File: src/hw/rtl/sart_pkg.sv
// Package for the sorted address range table: sizes, codes, entry layout and
// the command and status bundles between controller and datapath.
// No dependencies.
package sart_pkg;

  localparam int TableDepth = 256;
  localparam int AddrBits   = 64;
  localparam int ModBits    = 16;
  localparam int TagBits    = 32;
  localparam int IdxBits    = $clog2(TableDepth);
  localparam int CntBits    = $clog2(TableDepth + 1);
  localparam int RemBits    = 9;

  // Operation codes
  localparam logic [1:0] OpInsert  = 2'd0;
  localparam logic [1:0] OpRemove  = 2'd1;
  localparam logic [1:0] OpResolve = 2'd2;
  localparam logic [1:0] OpClear   = 2'd3;

  // Status codes
  localparam logic [1:0] StOk    = 2'd0;
  localparam logic [1:0] StEmpty = 2'd1;
  localparam logic [1:0] StFull  = 2'd2;

  typedef struct packed {
    logic [AddrBits-1:0] start;
    logic [AddrBits-1:0] stop;
    logic [ModBits-1:0]  owner;
    logic [TagBits-1:0]  tag;
  } entry_t;

  localparam int EntryBits = $bits(entry_t);

  // Datapath commands
  typedef enum logic [4:0] {
    CMD_NOP, CMD_LOAD, CMD_SRCH_INIT, CMD_SRCH_RD, CMD_SRCH_UPD,
    CMD_RES_RD, CMD_RES_SET, CMD_RES_ZERO, CMD_INS_REJ, CMD_SH_INIT,
    CMD_SH_RD, CMD_SH_WR, CMD_INS_WR, CMD_RM_INIT, CMD_RM_RD, CMD_RM_WR,
    CMD_RM_FIN, CMD_CLEAR
  } cmd_t;

  typedef struct packed {
    logic [1:0] op;
    logic       srch_done;
    logic       lo_zero;
    logic       ins_bad;
    logic       ins_full;
    logic       mod_zero;
    logic       sh_done;
    logic       rm_done;
  } dp_status_t;

endpackage

File: src/hw/rtl/sart_ctrl.sv
// Controller state machine: sequences search, shift, compaction and result
// beats by issuing datapath commands. Depends on sart_pkg.
module sart_ctrl
  import sart_pkg::*;
(
  input  logic       clk,
  input  logic       rst,
  input  logic       in_valid,
  output logic       in_ready,
  output logic       out_valid,
  input  logic       out_ready,
  input  dp_status_t stat,
  output cmd_t       cmd
);

  typedef enum logic [11:0] {
    S_IDLE     = 12'b000000000001,
    S_DISPATCH = 12'b000000000010,
    S_SRCH_RD  = 12'b000000000100,
    S_SRCH_UPD = 12'b000000001000,
    S_RES_SET  = 12'b000000010000,
    S_SH_CHK   = 12'b000000100000,
    S_SH_RD    = 12'b000001000000,
    S_SH_WR    = 12'b000010000000,
    S_RM_CHK   = 12'b000100000000,
    S_RM_RD    = 12'b001000000000,
    S_RM_WR    = 12'b010000000000,
    S_SPARE    = 12'b100000000000
  } state_t;

  state_t state, state_next;
  logic   out_valid_next;
  logic   emit;

  assign in_ready = (state == S_IDLE);

  // Next state and command
  always_comb begin
    state_next = state;
    cmd        = CMD_NOP;
    emit       = 1'b0;
    unique case (state)
      S_IDLE: begin
        if (in_valid) begin
          cmd        = CMD_LOAD;
          state_next = S_DISPATCH;
        end
      end
      S_DISPATCH: begin
        // wait until the previous result beat is gone
        if (!out_valid || out_ready) begin
          unique case (stat.op)
            OpInsert: begin
              if (stat.ins_bad || stat.ins_full) begin
                cmd = CMD_INS_REJ; emit = 1'b1; state_next = S_IDLE;
              end else begin
                cmd = CMD_SRCH_INIT; state_next = S_SRCH_RD;
              end
            end
            OpResolve: begin
              cmd = CMD_SRCH_INIT; state_next = S_SRCH_RD;
            end
            OpRemove: begin
              if (stat.mod_zero) begin
                cmd = CMD_RES_ZERO; emit = 1'b1; state_next = S_IDLE;
              end else begin
                cmd = CMD_RM_INIT; state_next = S_RM_CHK;
              end
            end
            default: begin
              cmd = CMD_CLEAR; emit = 1'b1; state_next = S_IDLE;
            end
          endcase
        end
      end
      S_SRCH_RD: begin
        if (!stat.srch_done) begin
          cmd = CMD_SRCH_RD; state_next = S_SRCH_UPD;
        end else if (stat.op == OpInsert) begin
          cmd = CMD_SH_INIT; state_next = S_SH_CHK;
        end else if (stat.lo_zero) begin
          cmd = CMD_RES_ZERO; emit = 1'b1; state_next = S_IDLE;
        end else begin
          cmd = CMD_RES_RD; state_next = S_RES_SET;
        end
      end
      S_SRCH_UPD: begin
        cmd = CMD_SRCH_UPD; state_next = S_SRCH_RD;
      end
      S_RES_SET: begin
        cmd = CMD_RES_SET; emit = 1'b1; state_next = S_IDLE;
      end
      S_SH_CHK: begin
        if (stat.sh_done) begin
          cmd = CMD_INS_WR; emit = 1'b1; state_next = S_IDLE;
        end else begin
          cmd = CMD_SH_RD; state_next = S_SH_WR;
        end
      end
      S_SH_WR: begin
        cmd = CMD_SH_WR; state_next = S_SH_CHK;
      end
      S_RM_CHK: begin
        if (stat.rm_done) begin
          cmd = CMD_RM_FIN; emit = 1'b1; state_next = S_IDLE;
        end else begin
          cmd = CMD_RM_RD; state_next = S_RM_WR;
        end
      end
      S_RM_WR: begin
        cmd = CMD_RM_WR; state_next = S_RM_CHK;
      end
      default: state_next = S_IDLE;
    endcase
  end

  assign out_valid_next = emit | (out_valid & ~out_ready);

  always_ff @(posedge clk) begin
    if (rst) begin
      state     <= S_IDLE;
      out_valid <= 1'b0;
    end else begin
      state     <= state_next;
      out_valid <= out_valid_next;
    end
  end

endmodule
File: config.mk
export PLATFORM = sky130hd
export DESIGN_NAME = sart_ctrl
export DESIGN_NICKNAME = d
export VERILOG_FILES = /design/src/hw/rtl/sart_pkg.sv /design/src/hw/rtl/sart_ctrl.sv
export SDC_FILE = /design/constraint.sdc
export NUM_CORES = 1
export LEC_CHECK = 0
export BUFFER_PORTS_ARGS = -buffer_cell sky130_fd_sc_hd__clkbuf_2
export CAP_MARGIN = 25
export CORE_MARGIN = 3
export CORE_UTILIZATION = 35
export DETAILED_ROUTE_END_ITERATION = 8
export GPL_TIMING_DRIVEN = 0
export MAX_ROUTING_LAYER = met4
export PLACE_DENSITY = 0.68
export SETUP_SLACK_MARGIN = 0.2
export SYNTH_ARGS = -nofsm -noshare
export SYNTH_HDL_FRONTEND = slang
export SYNTH_SLANG_ARGS = --single-unit
File: constraint.sdc
create_clock -name clk -period 2.95 [get_ports clk]
set_clock_uncertainty 0.1 [all_clocks]
set_input_delay 0.4425 -clock clk [delete_from_list [all_inputs] [get_ports clk]]
set_output_delay 0.4425 -clock clk [all_outputs]
set_load 0.03 [all_outputs]
## Word level (Yosys, flattened, before mapping)

Cells that the tools add are included.

| cells by class | value |
|---|---|
| equality and inequality tests | 13 |
| muxes and demuxes | 32 |
| bitwise operators | 3 |
| reductions and logical operators | 5 |

Operators by type and width:

| cell | number |
|---|---|
| 12-bit case mux with 8 select lines | 1 |
| 5-bit case mux with 9 select lines | 1 |
| 12-bit case mux with 3 select lines | 1 |
| 12-bit two-way mux | 2 |
| 4-bit two-way mux | 4 |
| 5-bit two-way mux | 3 |
| 5-bit case mux with 3 select lines | 1 |
| 12-bit by 1-bit == test with 1-bit output (second input constant) | 1 |
| 12-bit by 11-bit == test with 1-bit output (second input constant) | 1 |
| 12-bit by 2-bit == test with 1-bit output (second input constant) | 1 |
| 12-bit by 3-bit == test with 1-bit output (second input constant) | 1 |
| 12-bit by 4-bit == test with 1-bit output (second input constant) | 1 |
| 12-bit by 5-bit == test with 1-bit output (second input constant) | 1 |
| 12-bit by 6-bit == test with 1-bit output (second input constant) | 1 |
| 12-bit by 8-bit == test with 1-bit output (second input constant) | 1 |
| 12-bit by 9-bit == test with 1-bit output (second input constant) | 1 |
| 6-bit two-way mux | 2 |
| 11-bit two-way mux | 1 |
| 1-bit two-way mux | 9 |
| 9-bit two-way mux | 1 |
| 8-bit two-way mux | 1 |
| 3-bit two-way mux | 2 |
| 1-bit case mux with 5 select lines | 1 |
| 2-bit != test (second input constant) | 2 |
| other kinds (11) | 12 |

| storage, ports and cells | value |
|---|---|
| bits in registers | 13 |
| output and inout bits | 7 |
| word-level logic and storage cells | 55 |

## Longest topological paths before layout

Gate-level depths: netlist of the first run.

| depth | value |
|---|---|
| depth in word-level cells | 6 |
| mapped depth | 6 |
| gate-level depth less buffers | 5 |

## Worst setup path after synthesis of the first run

Ideal clock, no wire load.

| path | value |
|---|---|
| path type | flip-flop to output port |
| start | reg state[8] |
| end | out cmd[1] |
| data arrival time | 2.177 ns |
| required time | 2.408 ns |
| path slack | 0.231 ns |
| cell stages (with the launch flop) | 7 |
| buffers on the path | 1 |
| cell sequence | dfxtp_1 -> buf_6 -> or4_4 -> or4b_1 -> o21ai_1 -> mux2i_1 -> o221ai_1 |

| between the ends | value |
|---|---|
| cells in the longest elaborated chain, start to end | 2 |

RTL lines:

| item | RTL line | source |
|---|---|---|
| start: declaration | sart_ctrl.sv:31 | `state_t state, state_next;` |
| start signal: assignment | sart_ctrl.sv:124 | `state <= state_next;` |
| 12-bit by 11-bit == test with 1-bit output (tied with other cells) | sart_ctrl.sv:42 | `unique case (state)` |
| 5-bit case mux with 9 select lines * | sart_ctrl.sv:42 |  |
| end: declaration | sart_ctrl.sv:13 | `output cmd_t cmd` |

Mark *: on every way between the ends. The rest lies on a longest branch, timed or not.

## Final worst setup path of the first run

Same ends and word-level chain as after synthesis.

==> results of run 1 <==
[timing repair]
action	CTS	global route
gates cloned	0	0
buffers inserted	2	5
pin swaps	3	2
gates resized for setup	7	8
endpoints found under the setup margin	5	4
[worst max-delay path, stage by stage (launching register included)]
cell      delay, ns
dfxtp_2        0.32
buf_6          0.10
or4_4          0.52
or4b_4         0.50
o21ai_2        0.07
mux2i_1        0.08
o221ai_1       0.18
buf_4          0.19
[layer usage]
metal / global-route usage / share of wire / vias to the layer above
met5: - / 0 / -
met4: 0.0960 / 0.022 / 0
met3: 0.0317 / 0.066 / 7
met2: 0.258 / 0.47 / 61
met1: 0.222 / 0.44 / 475
li1: - / - / 516
[registers in the layout (all words and copies together), names as in the netlist]
signal     cells
out_valid      1
state          9
[report_power, final]
part | switching [mW] | total (mW) | internal (mW)
clock network | 0.0563 | 0.132 | 0.0752
registers | 0.00141 | 0.140 | 0.139
logic | 0.0721 | 0.126 | 0.0538
total | 0.130 | 0.397 | 0.268
[final timing paths]
path / startpoint / to / slack [ns] / depth (start not counted)
setup / recovery: state[8] / cmd[1] / 0.16 / 7
setup reg to reg: state[10] / state[0] / 0.88 / 6
hold reg to reg: state[8] / state[8] / 0.55 / 3
hold / removal: stat[0] / state[10] / 0.26 / 2
[layout make-up]
cell class,count,share of cell area
buffer,11,0.0749
sequential,10,0.168
timing repair buffer,24,0.117
inverter,3,0.00937
tap,28,0.0291
clock buffer,4,0.0302
multi-input combinational,96,0.572
[synthesized netlist by cell type (2+ instances only)]
cell type | number | area (sq um)
dfxtp_1 | 10 | 200
nand3_1 | 5 | 25.0
nor2_1 | 11 | 41.3
inv_1 | 3 | 11.3
nand4_1 | 6 | 37.5
o21ai_1 | 2 | 10.0
clkbuf_1 | 3 | 11.3
o2111ai_1 | 3 | 26.3
o21ai_0 | 7 | 35.0
nand2b_1 | 2 | 12.5
nand2_1 | 6 | 22.5
xor2_1 | 3 | 26.3
nor3_1 | 7 | 35.0
o221ai_1 | 2 | 17.5
a22oi_1 | 2 | 15.0
nor3b_1 | 3 | 22.5
nor4b_1 | 2 | 17.5
nor4_1 | 7 | 43.8
nand4b_1 | 2 | 17.5
buf_6 | 5 | 56.3
buf_4 | 3 | 22.5
nor2b_1 | 3 | 18.8
mux2i_1 | 2 | 20.0
a21oi_1 | 3 | 15.0
[cell families after synthesis]
logic type	Yosys count	synth area share
flops	10	0.219
compound gates	27	0.199
mux	2	0.0219
simple gates	64	0.421
buf+inv	14	0.111
xor+xnor	3	0.0288
==> run metrics, run 1 <==
outcome=completed; CP Launch Type=flop; setup TNS=0 ns; Post-CTS Hold Buffers=0; final cell area excluding filler cells=1200 sq um; via/cell ratio=6.02; asr flop ratio synth=0; CTS H-Tree Depth=1; Max clock buf depth=2; syn_area_per_cell=7.61 sq um; drt drc=0; Port Buffers=17; Cells after Synth=120; core area=2340 sq um; vias in the first global route=939; Final Hold Vio Count=0; CTS sink cnt=10; EDFF count, synth=0; Synth Flop Type=dfxtp_1; Post-Layout Cell Count=176; Worst EP required=2.41 ns; fillers=228; first-pass GRT wire length=4320 microns; Final period util=0.945; pwr/cell area=330 nW/um^2; clk_lat worst skew=0.28 ns; area of the mapped netlist=913 sq um; Inserted Clock Buffers=3; area of the multi-input gates=688 sq um; RSZ-0062 raised after global routing=yes; clock slew at reported path FFs=0.08 ns; Reg area=201 sq um; crit path kind=flop to output pin; final core utilization=0.514; share of layout cells above drive strength 1=0.318; total power=0.397 mW; Slew Limit Fails=0; Layout area overhead=31.6%; Seq/Total Area, Yosys=0.219; Die Ht=57.1 microns; Hold Path Class=input pin to flop; Slew headroom=0.613; worst slew pin tran=0.579 ns; starting density of the core=0.390; fmax=359 MHz; CTS tree=done; WL final=2680 microns; # IOs=20; slack of the critical path=0.162 ns; Yosys cell types=42; Hold Slack=0.255 ns; Critical Path AT=2.25 ns; drt initial violations=57; fin crit period=2.79 ns; most frequent cells in the layout=clkbuf_2, buf_4, nor2_1, dfxtp_1; CTS root buffer=clkbuf_4; gp weighted congestion=0.929; FF+latch count, synth=10; drt pass-1 iters=4; die width=57.1 microns; gr usage total=0.174; crit end category=output pin; critical path peak fanout=2; Antenna Nets Post-Route=0; hpwl dp=1930 microns; Final #Nets=162; placed cell areas=1030 sq um; max-cap violation count=0; Final setup viols=0; row cnt=17; Inst Count DP=165; wire per inst=15.2 microns; largest net degree at the start of global routing=11; total congestion overflow=0; total die area=3260 sq um; Max rail drop VDD=0.290 mV; most common cell after layout, fill and taps aside=clkbuf_2; vias=1,059; diode count=0; dpl ws=0.272 ns; Leak Pwr=0.471 nW; initial antenna violation count=0; syn nets=133; Syn. warnings=0
Note: power is estimated with default switching activity, not from simulation.
==> run 2: changes to the inputs <==
--- a/config.mk
+++ b/config.mk
@@ -8,11 +8,11 @@
 export BUFFER_PORTS_ARGS = -buffer_cell sky130_fd_sc_hd__clkbuf_2
 export CAP_MARGIN = 25
 export CORE_MARGIN = 3
-export CORE_UTILIZATION = 35
+export CORE_UTILIZATION = 53
 export DETAILED_ROUTE_END_ITERATION = 8
 export GPL_TIMING_DRIVEN = 0
 export MAX_ROUTING_LAYER = met4
-export PLACE_DENSITY = 0.68
+export PLACE_DENSITY = 0.9
 export SETUP_SLACK_MARGIN = 0.2
 export SYNTH_ARGS = -nofsm -noshare
 export SYNTH_HDL_FRONTEND = slang
==> run 2 against run 1 <==
Net effect:
- first-iteration DRC count grew 1.8%
- fmax is 0.16% lower
- clock power is essentially flat
- cell count down 8.0%
- critical path depth unchanged
- via count is 4.8% higher
- combinational power hardly changed
- sequential power barely moved
- non-clock buffer count is 2 lower
- critical endpoint unchanged
- design area shrank 2.3%
==> run metrics, run 2 (synthesis results as in run 1) <==
most frequent cells in the layout=clkbuf_2, nor2_1, buf_4, dfxtp_1; max FFs per register=9 (unchanged); core area=1560 sq um (-33%); Final setup viols=0 (unchanged); drt pass-1 iters=4 (unchanged); Buf/Inv on CP=2 (unchanged); Hold Path Class=input pin to flop; crit end category=output pin; Layout area overhead=28.6%; total congestion overflow=0 (unchanged); fmax=358 MHz (-0.16%); final core utilization=0.754 (+0.240); critical path peak fanout=3 (+1); Final #Nets=160 (-1.2%); final cell area excluding filler cells=1170 sq um (-2.3%); fillers=111 (-51%); Max rail drop VDD=0.242 mV (-16%); CTS tree=done; drt drc=0 (unchanged); fin crit period=2.79 ns (+0.00453 ns); Slew Limit Fails=0 (unchanged); hpwl dp=1850 microns (-3.8%); starting density of the core=0.586 (+0.196); Antenna Nets Post-Route=0 (unchanged); Final Hold Vio Count=0 (unchanged); row cnt=14 (-3); via/cell ratio=6.85 (+14%); gr usage total=0.297 (+0.123); max-cap violation count=0 (unchanged); Reg area=201 sq um (unchanged); pwr/cell area=341 nW/um^2 (+3.2%); first-pass GRT wire length=4500 microns (+4.1%); CTS sink cnt=10 (unchanged); CTS root buffer=clkbuf_4; setup TNS=0 ns (unchanged); CP max-delay cell=or4_4; largest net degree at the start of global routing=11 (unchanged); diode count=0 (unchanged); crit path kind=flop to output pin; CTS H-Tree Depth=1 (unchanged); vias in the first global route=962 (+2.4%); share of layout cells above drive strength 1=0.308 (-0.00935); die width=47.5 microns (-17%); Worst EP required=2.41 ns (about the same); wire per inst=18.3 microns (+20%); most common cell after layout, fill and taps aside=clkbuf_2; total die area=2260 sq um (-31%); largest registers=state x9, out_valid x1; Leak Pwr=0.460 nW (-2.4%); WHS Path Cells=2 (unchanged); Inserted Clock Buffers=3 (unchanged); worst slew pin tran=0.526 ns (-0.0535 ns); clock slew at reported path FFs=0.08 ns (about the same); WL final=2970 microns (+11%); Port Buffers=17 (unchanged); Max clock buf depth=2 (unchanged); # IOs=20 (unchanged); ordered cell list for the critical path=buf_6, or4_4, or4b_4, o21ai_2, mux2i_1, o221ai_1, buf_4; Critical Path AT=2.25 ns (about the same); outcome=completed; WP depth=7 (unchanged); initial antenna violation count=0 (unchanged); placed cell areas=1020 sq um (-1.5%); register bank with the most flops=state; Slew headroom=0.649 (+0.0364); vias=1,110 (+4.8%); RSZ-0062 raised after global routing=yes; area of the multi-input gates=688 sq um (unchanged); Worst R2R Path Depth=6 (unchanged); Final period util=0.947 (+0.00154); Die Ht=47.5 microns (-17%); CP delay by family, top=simple AND/OR/NAND/NOR gates; CP peak stage delay=0.52 ns (about the same); gp weighted congestion=0.957 (+3.0%); Hold Slack=0.261 ns (+0.00523 ns); CP Launch Type=flop; drt initial violations=58 (+1.8%); clk_lat worst skew=0.29 ns (about the same)
[run 2: per-stage QoR]
| stage | power [mW] | setup WS (ns) | cells |
|---|---|---|---|
| finish | 0.401 | 0.157 | 162 |
| global route | 0.416 | 0.110 | 162 |
| CTS | 0.385 | 0.189 | 162 |
| detailed placement | 0.242 | 0.202 | 153 |
| global placement | 0.239 | 0.252 | 153 |
| floorplan | 0.214 | 0.231 | 120 |
[run 2: power breakdown]
| part | internal (mW) | switching (mW) |
|---|---|---|
| Clock | 0.0753 | 0.0585 |
| Sequential | 0.139 | 0.00163 |
| Combinational | 0.0522 | 0.0746 |
[run 2: final cells by class]
| cell class | count | area share |
|---|---|---|
| clock buffer | 4 | 0.0309 |
| tap | 16 | 0.0170 |
| multi-input combinational | 96 | 0.586 |
| buffer | 11 | 0.0767 |
| sequential | 10 | 0.171 |
| timing repair buffer | 22 | 0.109 |
| inverter | 3 | 0.00958 |
[run 2: final timing paths]
| check | startpoint | to | slack [ns] |
|---|---|---|---|
| max reg2reg | state[10] | state[0] | 0.85 |
| max | state[8] | cmd[1] | 0.16 |
| min | stat[0] | state[10] | 0.26 |
| min reg2reg | state[8] | state[8] | 0.57 |
[run 2: what timing repair did]
item | 4_1_cts | 5_1_grt
hold buffers | 0 | 0
buffers inserted | 5 | 0
endpoints found under the setup margin | 5 | 4
resized for setup | 8 | 8
pin swaps | 3 | 0
[run 2: layer usage]
layer  vias to the layer above  routed length [microns]  part of all wire  GRT usage
li1                        514                        -                 -          -
met1                       492                     1130              0.38      0.386
met2                        90                     1390              0.47      0.441
met3                        14                      313              0.11     0.0376
met4                         0                      138             0.046      0.160
met5                         -                        0                 0          -
==> run 3: changes to the inputs <==
--- a/config.mk
+++ b/config.mk
@@ -7,8 +7,10 @@
 export LEC_CHECK = 0
 export BUFFER_PORTS_ARGS = -buffer_cell sky130_fd_sc_hd__clkbuf_2
 export CAP_MARGIN = 25
+export CELL_PAD_IN_SITES_DETAIL_PLACEMENT = 2
+export CELL_PAD_IN_SITES_GLOBAL_PLACEMENT = 2
 export CORE_MARGIN = 3
-export CORE_UTILIZATION = 53
+export CORE_UTILIZATION = 30
 export DETAILED_ROUTE_END_ITERATION = 8
 export GPL_TIMING_DRIVEN = 0
 export MAX_ROUTING_LAYER = met4
==> constraint.sdc (replaced) <==
create_clock -name clk -period 2.9 [get_ports clk]
set_clock_uncertainty 0.1 [all_clocks]
set_input_delay 0.435 -clock clk [delete_from_list [all_inputs] [get_ports clk]]
set_output_delay 0.435 -clock clk [all_outputs]
set_load 0.03 [all_outputs]
==> run 3 against run 2 <==
Net effect:
- the run now ends with setup timing left
- worst setup slack got worse by 0.26 ns
- power decreased by 0.90%
- design area increased by 5.9%
- worst hold slack got worse by 0.010 ns
- sequential share of layout area decreased by 0.95 points
- global-route usage decreased by 4.9 points
- combinational power increased by 16%
- first-iteration DRC count increased by 12%
- clock power decreased by 20%
- via count increased by 3.2%
- register-to-register slack got worse by 0.07 ns
- utilization decreased by 31 points
==> run metrics, run 3 (synthesis results as in run 1) <==
Max rail drop VDD=0.129 mV (-47%); slack of the critical path=-0.107 ns (-0.264 ns); via/cell ratio=6.40 (-6.6%); row cnt=19 (+5); CTS H-Tree Depth=1 (unchanged); drt initial violations=65 (+12%); drt drc=0 (unchanged); initial antenna violation count=0 (unchanged); total die area=3740 sq um (+66%); # IOs=20 (unchanged); CP Launch Type=flop; largest net degree at the start of global routing=11 (unchanged); Layout area overhead=36.2%; vias=1,145 (+3.2%); Slew headroom=0.568 (-0.0813); most frequent cells in the layout=buf_4, clkbuf_2, nor2_1, dfxtp_1, nor3_1; RSZ-0062 raised after global routing=yes; diode count=0 (unchanged); final core utilization=0.440 (-0.314); crit path kind=flop to output pin; Die Ht=61.2 microns (+29%); Critical Path AT=2.47 ns (+0.22 ns); clock slew at reported path FFs=0.08 ns (about the same); CTS root buffer=clkbuf_4; fmax=333 MHz; Antenna Nets Post-Route=0 (unchanged); placed cell areas=1040 sq um (+2.5%); Final #Nets=163 (+1.9%); fin crit period=3.01 ns; Final Hold Vio Count=0 (unchanged); Hold Slack=0.250 ns (-0.0101 ns); Max clock buf depth=2 (unchanged); max FFs per register=9 (unchanged); Leak Pwr=0.480 nW (+4.4%); total power=0.397 mW (-0.90%); vias in the first global route=1,210 (+26%); gp weighted congestion=0.857 (-10%); pwr/cell area=319 nW/um^2 (-6.4%); worst slew pin tran=0.646 ns (+0.121 ns); Inst Count DP=168 (+9.8%); crit end category=output pin; wire per inst=25.0 microns (+37%); hpwl dp=2730 microns (+48%); share of layout cells above drive strength 1=0.358 (+0.0499); WL final=4480 microns (+51%); Post-Layout Cell Count=179 (+10%); largest registers=state x9, out_valid x1; first-pass GRT wire length=6420 microns (+43%); Final setup viols=2 (+2); Post-CTS Hold Buffers=0 (unchanged); Final period util=1.04; Inserted Clock Buffers=3 (unchanged); register bank with the most flops=state; CTS sink cnt=10 (unchanged); CTS tree=done; failing checks=setup timing; critical path peak fanout=4 (+1); Hold Path Class=input pin to flop; setup TNS=-0.141 ns (-0.141 ns); die width=61.2 microns (+29%); max-cap violation count=0 (unchanged); outcome=finished, violations left; gr usage total=0.248 (-0.0485); Worst EP required=2.37 ns (-0.04 ns); core area=2830 sq um (+81%); starting density of the core=0.323 (-0.263); dpl ws=0.0597 ns (-0.142 ns); final cell area excluding filler cells=1240 sq um (+5.9%); Slew Limit Fails=0 (unchanged); drt pass-1 iters=4 (unchanged); Port Buffers=17 (unchanged); total congestion overflow=0 (unchanged); clk_lat worst skew=0.28 ns (about the same)
## run 3: changes by cell type in the layout (fill, tap and decap cells not counted), sizes merged
cell,delta
clkbuf,-3
buf,+5
## run 3: metal layers
| layer | part of all wire | wire length [microns] | global-route usage | vias to the layer above |
|---|---|---|---|---|
| met5 | 0 | 0 | - | - |
| met4 | 0.023 | 105 | 0.142 | 0 |
| met3 | 0.048 | 214 | 0.0294 | 8 |
| met2 | 0.53 | 2380 | 0.411 | 39 |
| met1 | 0.40 | 1780 | 0.287 | 579 |
| li1 | - | - | - | 519 |
## run 3: critical path, cell delays in order, from the launching register on
cell	delay, ns
dfxtp_2	0.32
buf_6	0.12
or4_4	0.55
or4b_4	0.50
o21ai_2	0.07
mux2i_1	0.13
o221ai_2	0.27
clkbuf_8	0.21
## run 3: timing repair
item / in CTS / in global routing
pin swaps: 3 / 4
endpoints found under the setup margin: 6 / 5
setup buffers: 4 / 4
gates resized for setup: 9 / 23
cloned: 0 / 0
## run 3: final cells by class
| cell class | count | area (sq um) |
|---|---|---|
| tap | 31 | 38.8 |
| timing repair buffer | 25 | 165 |
| clock buffer | 3 | 22.5 |
| sequential | 10 | 201 |
| inverter | 3 | 11.3 |
| buffer | 11 | 93.8 |
| fill | 322 | 1590 |
| multi-input combinational | 96 | 711 |
## run 3: path summary, 6_finish.rpt
kind / from / end / slack (ns) / depth (start not counted)
max: state[0] / cmd[1] / -0.11 / 7
min: stat[5] / state[4] / 0.25 / 2
max reg2reg: state[0] / state[5] / 0.78 / 6
min reg2reg: state[8] / state[8] / 0.47 / 2
## run 3: power breakdown
part	total (mW)	internal, mW	leakage (nW)	switching (mW)
registers	0.143	0.141	0.0807	0.00178
clock network	0.107	0.0482	0.0138	0.0592
logic	0.147	0.0584	0.386	0.0883
total	0.397	0.248	0.480	0.149
